[src/lobm_pkg.sv]
// ----------------------------------------------------------------------------
// lobm_pkg
// Shared types and codes for the limit order book matcher.
// ----------------------------------------------------------------------------
package lobm_pkg;

    localparam logic ACT_ADD    = 1'b0;
    localparam logic ACT_CANCEL = 1'b1;

    localparam logic SIDE_BUY  = 1'b0;
    localparam logic SIDE_SELL = 1'b1;

    localparam logic [2:0] OUT_FILLED    = 3'd0;
    localparam logic [2:0] OUT_RESTED    = 3'd1;
    localparam logic [2:0] OUT_BOOK_FULL = 3'd2;
    localparam logic [2:0] OUT_DUP_ID    = 3'd3;
    localparam logic [2:0] OUT_CANCELLED = 3'd4;
    localparam logic [2:0] OUT_UNKNOWN   = 3'd5;

    localparam int MAX_RESULTS = 64;

    typedef struct packed {
        logic        action;
        logic [31:0] order_id;
        logic        side;
        logic [9:0]  price;
        logic [31:0] quantity;
    } cmd_t;

    typedef struct packed {
        logic        is_trade;
        logic [31:0] taker_id;
        logic [31:0] maker_id;
        logic [9:0]  trade_price;
        logic [31:0] trade_qty;
        logic [2:0]  outcome;
        logic [31:0] rest_qty;
        logic        last;
    } result_t;

    typedef struct packed {
        logic        valid;
        logic [31:0] order_id;
        logic [31:0] quantity;
        logic [9:0]  price;
        logic        side;
    } cell_t;

    typedef enum logic [2:0] {
        CELL_HOLD,
        CELL_SHIFT_IN,
        CELL_LOAD,
        CELL_SUB,
        CELL_CLEAR
    } cell_op_t;

    typedef struct packed {
        cell_op_t op;
        cell_t    load;
    } cell_ctrl_t;

    function automatic result_t make_status(input logic [31:0] id, input logic [2:0] outcome,
                                            input logic [31:0] rest);
        result_t r;
        r             = '0;
        r.taker_id    = id;
        r.outcome     = outcome;
        r.rest_qty    = rest;
        r.last        = 1'b1;
        return r;
    endfunction

endpackage

[src/lobm_cell.sv]
// ----------------------------------------------------------------------------
// lobm_cell
// One resting order of the book; takes the order of its upper neighbor
// during compaction.
// ----------------------------------------------------------------------------
module lobm_cell (
    input  logic               clk,
    input  logic               rst_n,
    input  lobm_pkg::cell_ctrl_t ctrl,
    input  lobm_pkg::cell_t    upper,
    output lobm_pkg::cell_t    data
);

    logic        valid_reg;
    logic [31:0] id_reg;
    logic [31:0] qty_reg;
    logic [9:0]  price_reg;
    logic        side_reg;

    always_ff @(posedge clk or negedge rst_n)
    begin
        if (!rst_n)
        begin
            valid_reg <= 1'b0;
        end
        else
        begin
            case (ctrl.op)
                lobm_pkg::CELL_SHIFT_IN: valid_reg <= upper.valid;
                lobm_pkg::CELL_LOAD:     valid_reg <= 1'b1;
                lobm_pkg::CELL_CLEAR:    valid_reg <= 1'b0;
                default:                 valid_reg <= valid_reg;
            endcase
        end
    end

    always_ff @(posedge clk)
    begin
        case (ctrl.op)
            lobm_pkg::CELL_SHIFT_IN:
            begin
                id_reg    <= upper.order_id;
                qty_reg   <= upper.quantity;
                price_reg <= upper.price;
                side_reg  <= upper.side;
            end
            lobm_pkg::CELL_LOAD:
            begin
                id_reg    <= ctrl.load.order_id;
                qty_reg   <= ctrl.load.quantity;
                price_reg <= ctrl.load.price;
                side_reg  <= ctrl.load.side;
            end
            lobm_pkg::CELL_SUB:
            begin
                qty_reg <= ctrl.load.quantity;
            end
            default:
            begin
            end
        endcase
    end

    assign data = '{valid: valid_reg, order_id: id_reg, quantity: qty_reg,
                    price: price_reg, side: side_reg};

endmodule

[config.mk]
export PLATFORM = sky130hd
export DESIGN_NAME = lobm_cell
export DESIGN_NICKNAME = d
export VERILOG_FILES = /design/src/lobm_pkg.sv /design/src/lobm_cell.sv
export SDC_FILE = /design/constraint.sdc
export NUM_CORES = 1
export LEC_CHECK = 0
export ABC_AREA = 1
export BUFFER_PORTS_ARGS = -buffer_cell sky130_fd_sc_hd__buf_2
export CAP_MARGIN = 25
export CORE_ASPECT_RATIO = 1.75
export CORE_MARGIN = 8
export CORE_UTILIZATION = 35
export CTS_CLUSTER_SIZE = 14
export DETAILED_ROUTE_END_ITERATION = 8
export PLACE_DENSITY_LB_ADDON = 0.3
export REMOVE_ABC_BUFFERS = 1
export SLEW_MARGIN = 10
export SYNTH_ARGS = -nofsm -noshare
export SYNTH_HDL_FRONTEND = slang
export SYNTH_SLANG_ARGS = --single-unit
[constraint.sdc]
create_clock -name clk -period 0.8 [get_ports clk]
set_input_delay 0.12 -clock clk [delete_from_list [all_inputs] [get_ports clk]]
set_output_delay 0.12 -clock clk [all_outputs]
set_load 0.005 [all_outputs]
# After elaboration in Yosys (flattened, before gate mapping)
# Index checks and enable logic that the tools add are counted.
# W data, S select, Z words.
# classes
n_eq_ne	4
muxes	5
n_reduce_logical	4
# ops
cell	n
$pmux W32 S2	2
$pmux W10 S2	1
$eq A3 B2 Y1 const B	2
$reduce_bool A2 Y1	2
$eq A3 B1 Y1 const B	1
$eq A3 B3 Y1 const B	1
$pmux W1 S3	1
$reduce_bool A3 Y1	1
$pmux W1 S2	1
$reduce_or A2 Y1	1
# totals
register_bits	76
inputBits	157
output_inout_bits	76
elab_cells	18

# Longest topological paths before layout
# Gate-level depths: netlist of the first run.
# logic_depth
ltp_word	3
ltp_mapped	6
depth_no_buf	6

# Worst setup path after synthesis of the first run
# No wires, ideal clock.
# synth_timing
path_kind	input to register
start	input ctrl[77] (netlist bit)
end	register id_reg[0], enable pin
arrival_ns	1.492
t_required_ns	0.399
setup_slack_ns	-1.093
cell_stages	5
cell_sequence	inv_2 > nor2_4 > nand2_2 > buf_2 > nand2_1
# synth_via
elab_chain_len	2
word_cells_on_any_way	3
cone_classes	eq/ne: 2; reduce/logical: 1
# synth_lines
element	line	rtl
start: declaration	lobm_cell.sv:9	input lobm_pkg::cell_ctrl_t ctrl,
$eq A3 B2 Y1 or $eq A3 B1 Y1 (tied branches)	lobm_cell.sv:39	case (ctrl.op)
$reduce_bool A2 Y1 (no source line) (*)	n/a	
end signal: assignment	lobm_cell.sv:42	id_reg <= upper.order_id;
end signal: assignment	lobm_cell.sv:49	id_reg <= ctrl.load.order_id;
end: declaration	lobm_cell.sv:15	logic [31:0] id_reg;
# Mark *: on every way between the ends. The rest lies on a longest branch, timed or not.
# A chain may end at the register's enable or synchronous reset.

# Final worst setup path of the first run
# layout_timing
start	register qty_reg[9]
end	output data[20] (netlist bit)
# layout_rtl
element	line	rtl
start: declaration	lobm_cell.sv:16	logic [31:0] qty_reg;
start signal: assignment	lobm_cell.sv:43	qty_reg <= upper.quantity;
start signal: assignment	lobm_cell.sv:50	qty_reg <= ctrl.load.quantity;
start signal: assignment	lobm_cell.sv:56	qty_reg <= ctrl.load.quantity;
end: declaration	lobm_cell.sv:11	output lobm_pkg::cell_t data
# No word-level cell between the ends.

==> results.py, run 1 <==
metrics = {
    "layout": {
        "utilization": 0.626,
        "fin_nets": 753,
        "num-fill-cells": 821,
        "drive_gt1_frac": 0.572,
        "areaGrowthSynthToFinish_pct": 74.5,
        "layout.area.seq_um2": 2280,
        "multi_input_area_um2": 1230,
    },
    "critical_path": {
        "r2r_end": "valid_reg",
        "timing_worst_setup_path_type": "flop to primary output",
        "worstPathArrival_ns": 0.86,
        "crit_fanout": 1,
        "critPathCaptureType": "primary output",
        "slowest_delay_ns": 0.39,
        "path_buf_inv": 1,
        "cp_top_family": "flip-flops",
        "critPathLaunchType": "flop",
        "reg2reg_from": "valid_reg",
        "required_ns": 0.68,
        "slowest_stage": "edfxtp_1",
        "crit_chain": "buf_2",
        "rrSetupSlack_ns": -0.05,
        "r2r_cells": 5,
    },
    "clock_network": {
        "cts_tree": "built",
        "cts_max_level": 3,
        "numCtsBuffers": 9,
        "clk_latency_ns": 0.32,
        "clock_path_buffers": 2,
        "cts.reportedPaths.clkPinSlew_ns": 0.06,
        "cts_root_buf": "clkbuf_16",
        "clkSinkCount": 76,
    },
    "synth": {
        "synth-async-reset-ratio": 0.0132,
        "synth_area_leaders": "edfxtp_1 67%, nand2_1 21%, nand3_1 6.8%",
        "synth_top_cell_by_area": "edfxtp_1",
        "ys_seq_area_frac": 0.674,
        "syn_area_um2": 3380,
        "synth_top_area_frac": 0.667,
        "syn_inst": 337,
        "ys.flop_type": "edfxtp_1",
        "yosys.cell_types.count": 13,
        "yosys_warnings": 0,
        "synth_edf_count": 75,
        "yosys-top-cells-count": "186 x nand2_1, 75 x edfxtp_1, 46 x nand3_1, 11 x buf_2, 6 x buf_4",
        "yosysMostFrequentCell": "nand2_1",
        "synth_seq_cells": 76,
        "postSynthAreaPerCell_um2": 10.0,
    },
    "die": {
        "die_x_um": 90.3,
        "die_area_um2": 13200,
        "start_util": 0.359,
        "core_um2": 9410,
        "io-pin-count": 233,
        "die_h_um": 146,
        "placementRows": 47,
    },
    "sta": {
        "finClkSkew_ns": 0,
        "post-route-min-period_ns": 0.981,
        "rsz0062_at_grt": "true",
        "max_slew_margin": 0.769,
        "max_freq_ghz": 1.02,
        "slew_viol_final": 0,
        "setup_ws_ns": -0.181,
        "finalCritPeriodShare": 1.23,
        "tightest_slew_ns": 0.346,
        "hold_viol": 0,
        "setup_viol": 195,
    },
    "hold_path": {
        "min_to": "qty_reg[30]",
        "hold_depth": 3,
        "hold_class": "input port to flop",
        "hold_start": "upper[41]",
    },
    "grt": {
        "grt_pass1_wl_um": 17500,
        "grt_overflow": 0,
        "grt_use_total": 0.169,
        "antenna_found_initial": 0,
        "grt_pass1_vias": 3510,
        "grt_max_degree": 33,
    },
    "pwr": {
        "leakage_nw": 2.86,
        "power.internal_mw": 8.02,
        "clkPwrFrac": 0.337,
        "combPwrFrac": 0.197,
        "powerDensity_nw_per_um2": 1800,
        "p_switching_mw": 2.59,
        "design_power_total_mw": 10.6,
        "vdd_drop_max_uv": 1710,
        "p_sw_frac": 0.244,
        "p_seq_frac": 0.465,
    },
    "routing": {
        "drtIter0Drc": 129,
        "vias": 3429,
        "drc": 0,
        "viasPerCell": 4.74,
        "first_pass_iters": 4,
        "routedWlPerCell_um": 17.7,
        "routed_wl_um": 12800,
        "ant_nets": 0,
    },
    "flow_run": {
        "maxCapViolations": 0,
    },
    "placed_design": {
        "gp_congestion": 0.774,
        "dpl.hpwl_um": 8570,
        "port_buffers": 231,
    },
    "outcome": {
        "violations": "negative setup slack",
        "outcome": "complete, but fails checks",
    },
}
## cells in the final DEF (no fill, tap or decap)
| cell type | instances |
|---|---|
| inv_1 | 1 |
| clkbuf_16 | 24 |
| buf_16 | 3 |
| nand4_1 | 1 |
| nand3_1 | 32 |
| nand3_2 | 13 |
| clkinv_2 | 2 |
| diode_2 | 1 |
| buf_2 | 229 |
| edfxtp_1 | 75 |
| buf_8 | 3 |
| buf_4 | 4 |
| nand3_4 | 1 |
| inv_2 | 2 |
| nand2_1 | 144 |
| clkinvlp_4 | 1 |
| buf_12 | 10 |
| buf_6 | 4 |
| nor2_4 | 1 |
| nand2_4 | 10 |
| nand2_8 | 3 |
| dlygate4sd3_1 | 1 |
| clkinv_1 | 2 |
| clkinv_4 | 1 |
| nand2_2 | 30 |
| inv_8 | 2 |
| dfrtp_1 | 1 |
| inv_6 | 1 |
## layout make-up
class / instances / share of cell area
Multi-Input combinational cell: 235 / 0.208
Clock inverter: 7 / 0.00722
Sequential cell: 76 / 0.386
Inverter: 5 / 0.00573
Clock buffer: 9 / 0.0382
Antenna cell: 1 / 0.000425
Timing Repair Buffer: 269 / 0.328
Tap cell: 122 / 0.0259
## logic make-up (layout without fill, tap and decap cells)
family / count (synthesis) / count (layout) / synth area share
simple gates: 235 / 235 / 0.282
flops: 76 / 76 / 0.674
buf+inv: 26 / 290 / 0.0441
other cells: 0 / 1 / 0
## power groups by stage
| stage | sequential (mW) | clock, mW | combinational (mW) |
|---|---|---|---|
| 2_1_floorplan | 5.08 | 0 | 0.434 |
| 3_3_place_gp | 5.00 | 0 | 1.50 |
| 3_5_place_dp | 5.02 | 0 | 1.54 |
| 4_1_cts | 4.93 | 3.67 | 1.68 |
| 5_1_grt | 4.96 | 3.85 | 2.29 |
| 6_report | 4.93 | 3.58 | 2.09 |
## timing repair
item,CTS,global route
hold endpoints to repair,1,0
gates cloned,3,15
endpoints found under the setup margin,151,142
pin swaps,3,31
buffers inserted,2,3
hold buffers,1,0
resized for setup,17,89
## per-stage QoR
step	setup slack, ns	setup TNS, ns	hold slack (ns)	cells	instance area, um^2
final	-0.181	-14.12	0.0577	724	5890
after global routing	-0.205	-19.75	0.0533	723	5890
after CTS	-0.192	-11.68	0.0465	706	5180
after detailed placement	-0.369	-47.44	-0.0931	684	4750
after global placement	-0.343	-43.36	-0.0896	684	4750
after floorplan	-2.35	-265.29	-0.176	316	3250
## routing by layer
layer | GRT usage | wire length (um) | vias up | part of all wire
met5 | 0 | 0 | - | 0
met1 | 0.166 | 4500 | 1590 | 0.35
li1 | - | - | 1647 | -
met2 | 0.306 | 6980 | 173 | 0.54
met3 | 0.0671 | 1060 | 19 | 0.082
met4 | 0.0679 | 282 | 0 | 0.022
## worst max-delay path by stage
| stage | start | endpoint | slack, ns | depth (start not counted) |
|---|---|---|---|---|
| after global placement | ctrl[78] | qty_reg[21] | -0.34 | 5 |
| after floorplan | ctrl[77] | id_reg[0] | -2.35 | 4 |
| after detailed placement | ctrl[78] | qty_reg[12] | -0.37 | 5 |
| after CTS | qty_reg[9] | data[20] | -0.19 | 1 |
| after global routing | id_reg[26] | data[69] | -0.20 | 1 |
| final | qty_reg[9] | data[20] | -0.18 | 1 |
Power figures use the tool's default switching activity.
==> run 2, diff against run 1 <==
--- a/config.mk
+++ b/config.mk
@@ -14,7 +14,6 @@
 export CTS_CLUSTER_SIZE = 14
 export DETAILED_ROUTE_END_ITERATION = 8
 export PLACE_DENSITY_LB_ADDON = 0.3
-export REMOVE_ABC_BUFFERS = 1
 export SLEW_MARGIN = 10
 export SYNTH_ARGS = -nofsm -noshare
 export SYNTH_HDL_FRONTEND = slang
==> run 2 against run 1 <==
Total power is 5.3% higher. Clock skew unchanged. Largest cell class unchanged. Sequential power barely moved. Highest routed layer is now met5. Routed wire length is 4.3% higher. Non-clock buffer count grew 4. Flip-flop and latch count did not move. The flow still finishes with violations (negative setup slack). Design area rose by 8.4%. Cell count up 0.69%.
==> results.py, run 2 (synthesis gave the netlist of run 1 again) <==
metrics = {
    "sta": {
        "setup_ws_ns": -0.163,
        "max_slew_margin": 0.736,
        "slew_viol_final": 0,
        "finClkSkew_ns": 0,
        "setup_viol": 147,
        "tightest_slew_ns": 0.396,
        "post-route-min-period_ns": 0.963,
        "rsz0062_at_grt": "true",
        "max_freq_ghz": 1.04,
        "hold_viol": 0,
        "finalCritPeriodShare": 1.20,
    },
    "layout": {
        "fin_nets": 758,
        "multi_input_area_um2": 1670,
        "areaGrowthSynthToFinish_pct": 89.2,
        "final_cell_mix": "229 x buf_2, 79 x nand2_1, 75 x edfxtp_1",
        "utilization": 0.679,
        "drive_gt1_frac": 0.721,
        "num-fill-cells": 707,
        "final_common_cell": "buf_2",
        "layout.area.seq_um2": 2280,
    },
    "placed_design": {
        "preCtsSetupSlack_ns": -0.454,
        "gp_congestion": 0.786,
        "port_buffers": 231,
        "dpl.hpwl_um": 8500,
    },
    "critical_path": {
        "crit_chain": "buf_2",
        "required_ns": 0.68,
        "cp_top_family": "flip-flops",
        "timing_worst_setup_path_type": "flop to primary output",
        "critPathLaunchType": "flop",
        "critPathCaptureType": "primary output",
        "slowest_delay_ns": 0.37,
        "crit_fanout": 1,
        "slowest_stage": "edfxtp_1",
        "worstPathArrival_ns": 0.84,
        "rrSetupSlack_ns": 0.11,
        "path_buf_inv": 1,
    },
    "routing": {
        "drc": 0,
        "routed_wl_um": 13400,
        "viasPerCell": 4.81,
        "routedWlPerCell_um": 18.3,
        "first_pass_iters": 4,
        "vias": 3505,
        "ant_nets": 0,
        "drtIter0Drc": 89,
    },
    "grt": {
        "grt_pass1_wl_um": 18000,
        "grt_use_total": 0.172,
        "grt_overflow": 0,
        "antenna_found_initial": 2,
        "grt_pass1_vias": 3582,
        "grt_max_degree": 33,
    },
    "die": {
        "die_x_um": 90.3,
        "core_um2": 9410,
        "die_area_um2": 13200,
        "die_h_um": 146,
        "io-pin-count": 233,
        "placementRows": 47,
        "start_util": 0.359,
    },
    "clock_network": {
        "clkSinkCount": 76,
        "cts.reportedPaths.clkPinSlew_ns": 0.06,
        "cts_max_level": 3,
        "cts_tree": "built",
        "numCtsBuffers": 9,
        "cts_root_buf": "clkbuf_16",
        "clock_path_buffers": 2,
        "clk_latency_ns": 0.32,
    },
    "flow_run": {
        "maxCapViolations": 0,
    },
    "pwr": {
        "leakage_nw": 2.98,
        "vdd_drop_max_uv": 1030,
        "powerDensity_nw_per_um2": 1750,
        "design_power_total_mw": 11.2,
    },
    "hold_path": {
        "hold_class": "input port to flop",
    },
    "synth": {
        "syn-num-nets": 494,
    },
    "outcome": {
        "violations": "negative setup slack",
        "outcome": "complete, but fails checks",
    },
}
## run 2: cell types whose count changed in the layout (fill, tap and decap cells not counted), moves of 2 or more
cell / change
nand2_4: +32
clkinv_1: -2
clkbuf_16: -6
nand3_1: -22
buf_4: +3
inv_8: -2
nand3_2: +21
buf_12: +5
nand2_2: +34
nand2_1: -65
## run 2: tightest hold or removal path, stage by stage
cell and delay (ns):
buf_2 0.07, nand2_1 0.04, nand2_1 0.04
## run 2: repair_timing
action	CTS	global route
cloned	6	12
setup endpoints to repair	208	160
buffers inserted	9	1
endpoints found under the hold margin	1	0
hold buffers	1	0
resized for setup	22	193
pin swaps	5	52
## run 2: area by class of cell
| class | instances | area share |
|---|---|---|
| clock inverters | 6 | 0.0102 |
| clock buffers | 10 | 0.0358 |
| repair buffers | 273 | 0.305 |
| inverters | 5 | 0.00685 |
| multi-input cells | 236 | 0.262 |
| diodes | 1 | 0.000391 |
| well taps | 122 | 0.0239 |
| flip-flops and latches | 76 | 0.356 |
## run 2: path summary, 6_finish.rpt
kind	startpoint	to	cells after the start
setup / recovery	price_reg[9]	data[10]	1
hold / removal	upper[14]	qty_reg[3]	3
setup reg to reg	valid_reg	valid_reg	4
hold reg to reg	valid_reg	valid_reg	4
max in group asynchronous	rst_n	valid_reg	2
min in group asynchronous	rst_n	valid_reg	2
## run 2: per-stage QoR
step / instance area [um^2] / TNS (ns) / instances / hold slack [ns]
after CTS: 5460 / -11.66 / 717 / 0.0397
after detailed placement: 4820 / -60.84 / 685 / -0.0971
after floorplan: 3450 / -24.88 / 337 / -0.176
after global placement: 4820 / -57.77 / 685 / -0.100
after global routing: 6390 / -18.93 / 729 / 0.0562
final: 6390 / -12.58 / 729 / 0.0588
## run 2: per-layer routing
metal	share of wire	track usage	vias up
li1	-	-	1656
met1	0.34	0.168	1647
met2	0.56	0.314	174
met3	0.072	0.0527	26
met4	0.026	0.0922	2
met5	0.00060	0	-
## run 2: where the power goes
group	switching, mW	internal, mW
clock	1.53	2.41
combinational	1.14	1.17
sequential	0.0827	4.84
==> run 3, diff against run 2 <==
--- a/config.mk
+++ b/config.mk
@@ -13,6 +13,7 @@
 export CORE_UTILIZATION = 35
 export CTS_CLUSTER_SIZE = 14
 export DETAILED_ROUTE_END_ITERATION = 8
+export HOLD_SLACK_MARGIN = 0.15
 export PLACE_DENSITY_LB_ADDON = 0.3
 export SLEW_MARGIN = 10
 export SYNTH_ARGS = -nofsm -noshare
==> run 3 against run 2 <==
The flow still finishes with violations (negative setup slack). Flip-flop and latch count unchanged. First-iteration DRC count rose by 78%. Core utilization is 15 points higher. Sequential power about the same. Die area unchanged.
==> results.py, run 3 (synthesis gave the netlist of run 1 again) <==
metrics = {
    "outcome": {
        "outcome": "complete, but fails checks",
        "violations": "negative setup slack",
    },
    "grt": {
        "grt_use_total": 0.223,
        "grt_pass1_wl_um": 23100,
        "grt_overflow": 0,
        "grt_max_degree": 33,
        "grt_pass1_vias": 4531,
        "antenna_found_initial": 3,
    },
    "routing": {
        "top_layer_used": "met4",
        "drc": 0,
        "viasPerCell": 4.93,
        "ant_nets": 0,
        "routed_wl_um": 17500,
        "first_pass_iters": 4,
        "wl_met3_um": 1230,
        "routedWlPerCell_um": 20.5,
        "vias": 4203,
        "drtIter0Drc": 158,
        "wl_met1_um": 5500,
        "wl_met2_um": 9740,
    },
    "clock_network": {
        "cts_tree": "built",
        "clk_latency_ns": 0.32,
        "cts_hold_buf": 137,
        "cts.reportedPaths.clkPinSlew_ns": 0.06,
        "cts_root_buf": "clkbuf_16",
        "clock_path_buffers": 2,
        "clkSinkCount": 76,
        "cts_max_level": 3,
        "numCtsBuffers": 9,
    },
    "layout": {
        "final_area_um2": 7800,
        "final_cell_mix": "214 x buf_2, 125 x dlygate4sd3_1, 76 x nand2_2",
        "fin_nets": 879,
        "areaGrowthSynthToFinish_pct": 131,
        "stdcell_count": 852,
        "drive_gt1_frac": 0.605,
        "final_common_cell": "buf_2",
    },
    "sta": {
        "max_freq_ghz": 1.02,
        "tightest_slew_ns": 0.408,
        "setup_ws_ns": -0.180,
        "rsz0062_at_grt": "true",
        "max_slew_margin": 0.728,
        "finClkSkew_ns": 0,
        "fin_hold_ws_ns": 0.0978,
        "finalCritPeriodShare": 1.22,
        "post-route-min-period_ns": 0.980,
        "hold_viol": 0,
        "setup_viol": 152,
        "slew_viol_final": 0,
    },
    "die": {
        "die_area_um2": 13200,
        "die_h_um": 146,
        "die_x_um": 90.3,
        "placementRows": 47,
        "core_um2": 9410,
        "start_util": 0.359,
        "io-pin-count": 233,
    },
    "hold_path": {
        "hold_class": "input port to flop",
        "hold_depth": 3,
    },
    "placed_design": {
        "dp_cells": 685,
        "preCtsSetupSlack_ns": -0.454,
        "port_buffers": 231,
        "dpl_cell_area_um2": 4820,
        "gp_congestion": 0.786,
        "dpl.hpwl_um": 8500,
    },
    "critical_path": {
        "r2r_cells": 4,
        "cp_top_family": "flip-flops",
        "cp_num_cells": 1,
        "timing_worst_setup_path_type": "flop to primary output",
        "crit_chain": "buf_2",
        "critPathLaunchType": "flop",
        "slowest_delay_ns": 0.38,
        "critPathCaptureType": "primary output",
        "path_buf_inv": 1,
        "worstPathArrival_ns": 0.86,
        "crit_fanout": 1,
        "slowest_stage": "edfxtp_1",
        "required_ns": 0.68,
    },
    "pwr": {
        "leakage_nw": 3.60,
        "vdd_drop_max_uv": 1060,
        "design_power_total_mw": 11.8,
        "powerDensity_nw_per_um2": 1520,
    },
    "flow_run": {
        "maxCapViolations": 0,
    },
    "synth": {
        "syn-num-nets": 494,
    },
}
-- run 3: cell type report --
| type | count | area, um^2 |
|---|---|---|
| clock inverters | 6 | 65.1 |
| well taps | 122 | 153 |
| flip-flops and latches | 76 | 2280 |
| clock buffers | 10 | 229 |
| fillers | 490 | 1600 |
| inverters | 5 | 43.8 |
| repair buffers | 394 | 3260 |
| diodes | 3 | 7.51 |
| multi-input cells | 236 | 1770 |
-- run 3: routing by layer --
metal / vias to the layer above / global-route usage
met5: - / 0
li1: 1901 / -
met4: 0 / 0.170
met2: 246 / 0.406
met1: 1983 / 0.201
met3: 73 / 0.0640
-- run 3: worst paths after layout --
check	start	endpoint	slack, ns
hold reg to reg	valid_reg	valid_reg	0.66
hold / removal	ctrl[54]	id_reg[11]	0.1
min in group asynchronous	rst_n	valid_reg	0.65
max in group asynchronous	rst_n	valid_reg	0.04
setup / recovery	id_reg[20]	data[63]	-0.18
setup reg to reg	valid_reg	valid_reg	0.03
-- run 3: stage by stage --
step | utilization | TNS [ns]
after floorplan | - | -24.88
after global placement | 0.512 | -57.77
after detailed placement | 0.512 | -60.84
after CTS | 0.725 | -11.72
after global routing | 0.830 | -18.36
final | 0.830 | -13.59
-- run 3: what timing repair did --
action                                 in CTS  in global routing
setup endpoints to repair                 208                170
setup buffers                               9                  1
gates resized for setup                    22                231
pin swaps                                   5                 59
endpoints found under the hold margin      77                 15
cloned                                      6                 12
-- run 3: report_power, final --
| part | total [mW] | internal, mW | leakage, nW | switching (mW) |
|---|---|---|---|---|
| logic | 2.96 | 1.61 | 2.75 | 1.35 |
| registers | 4.94 | 4.84 | 0.713 | 0.0969 |
| clock network | 3.96 | 2.41 | 0.142 | 1.54 |
| total | 11.8 | 8.86 | 3.60 | 2.99 |
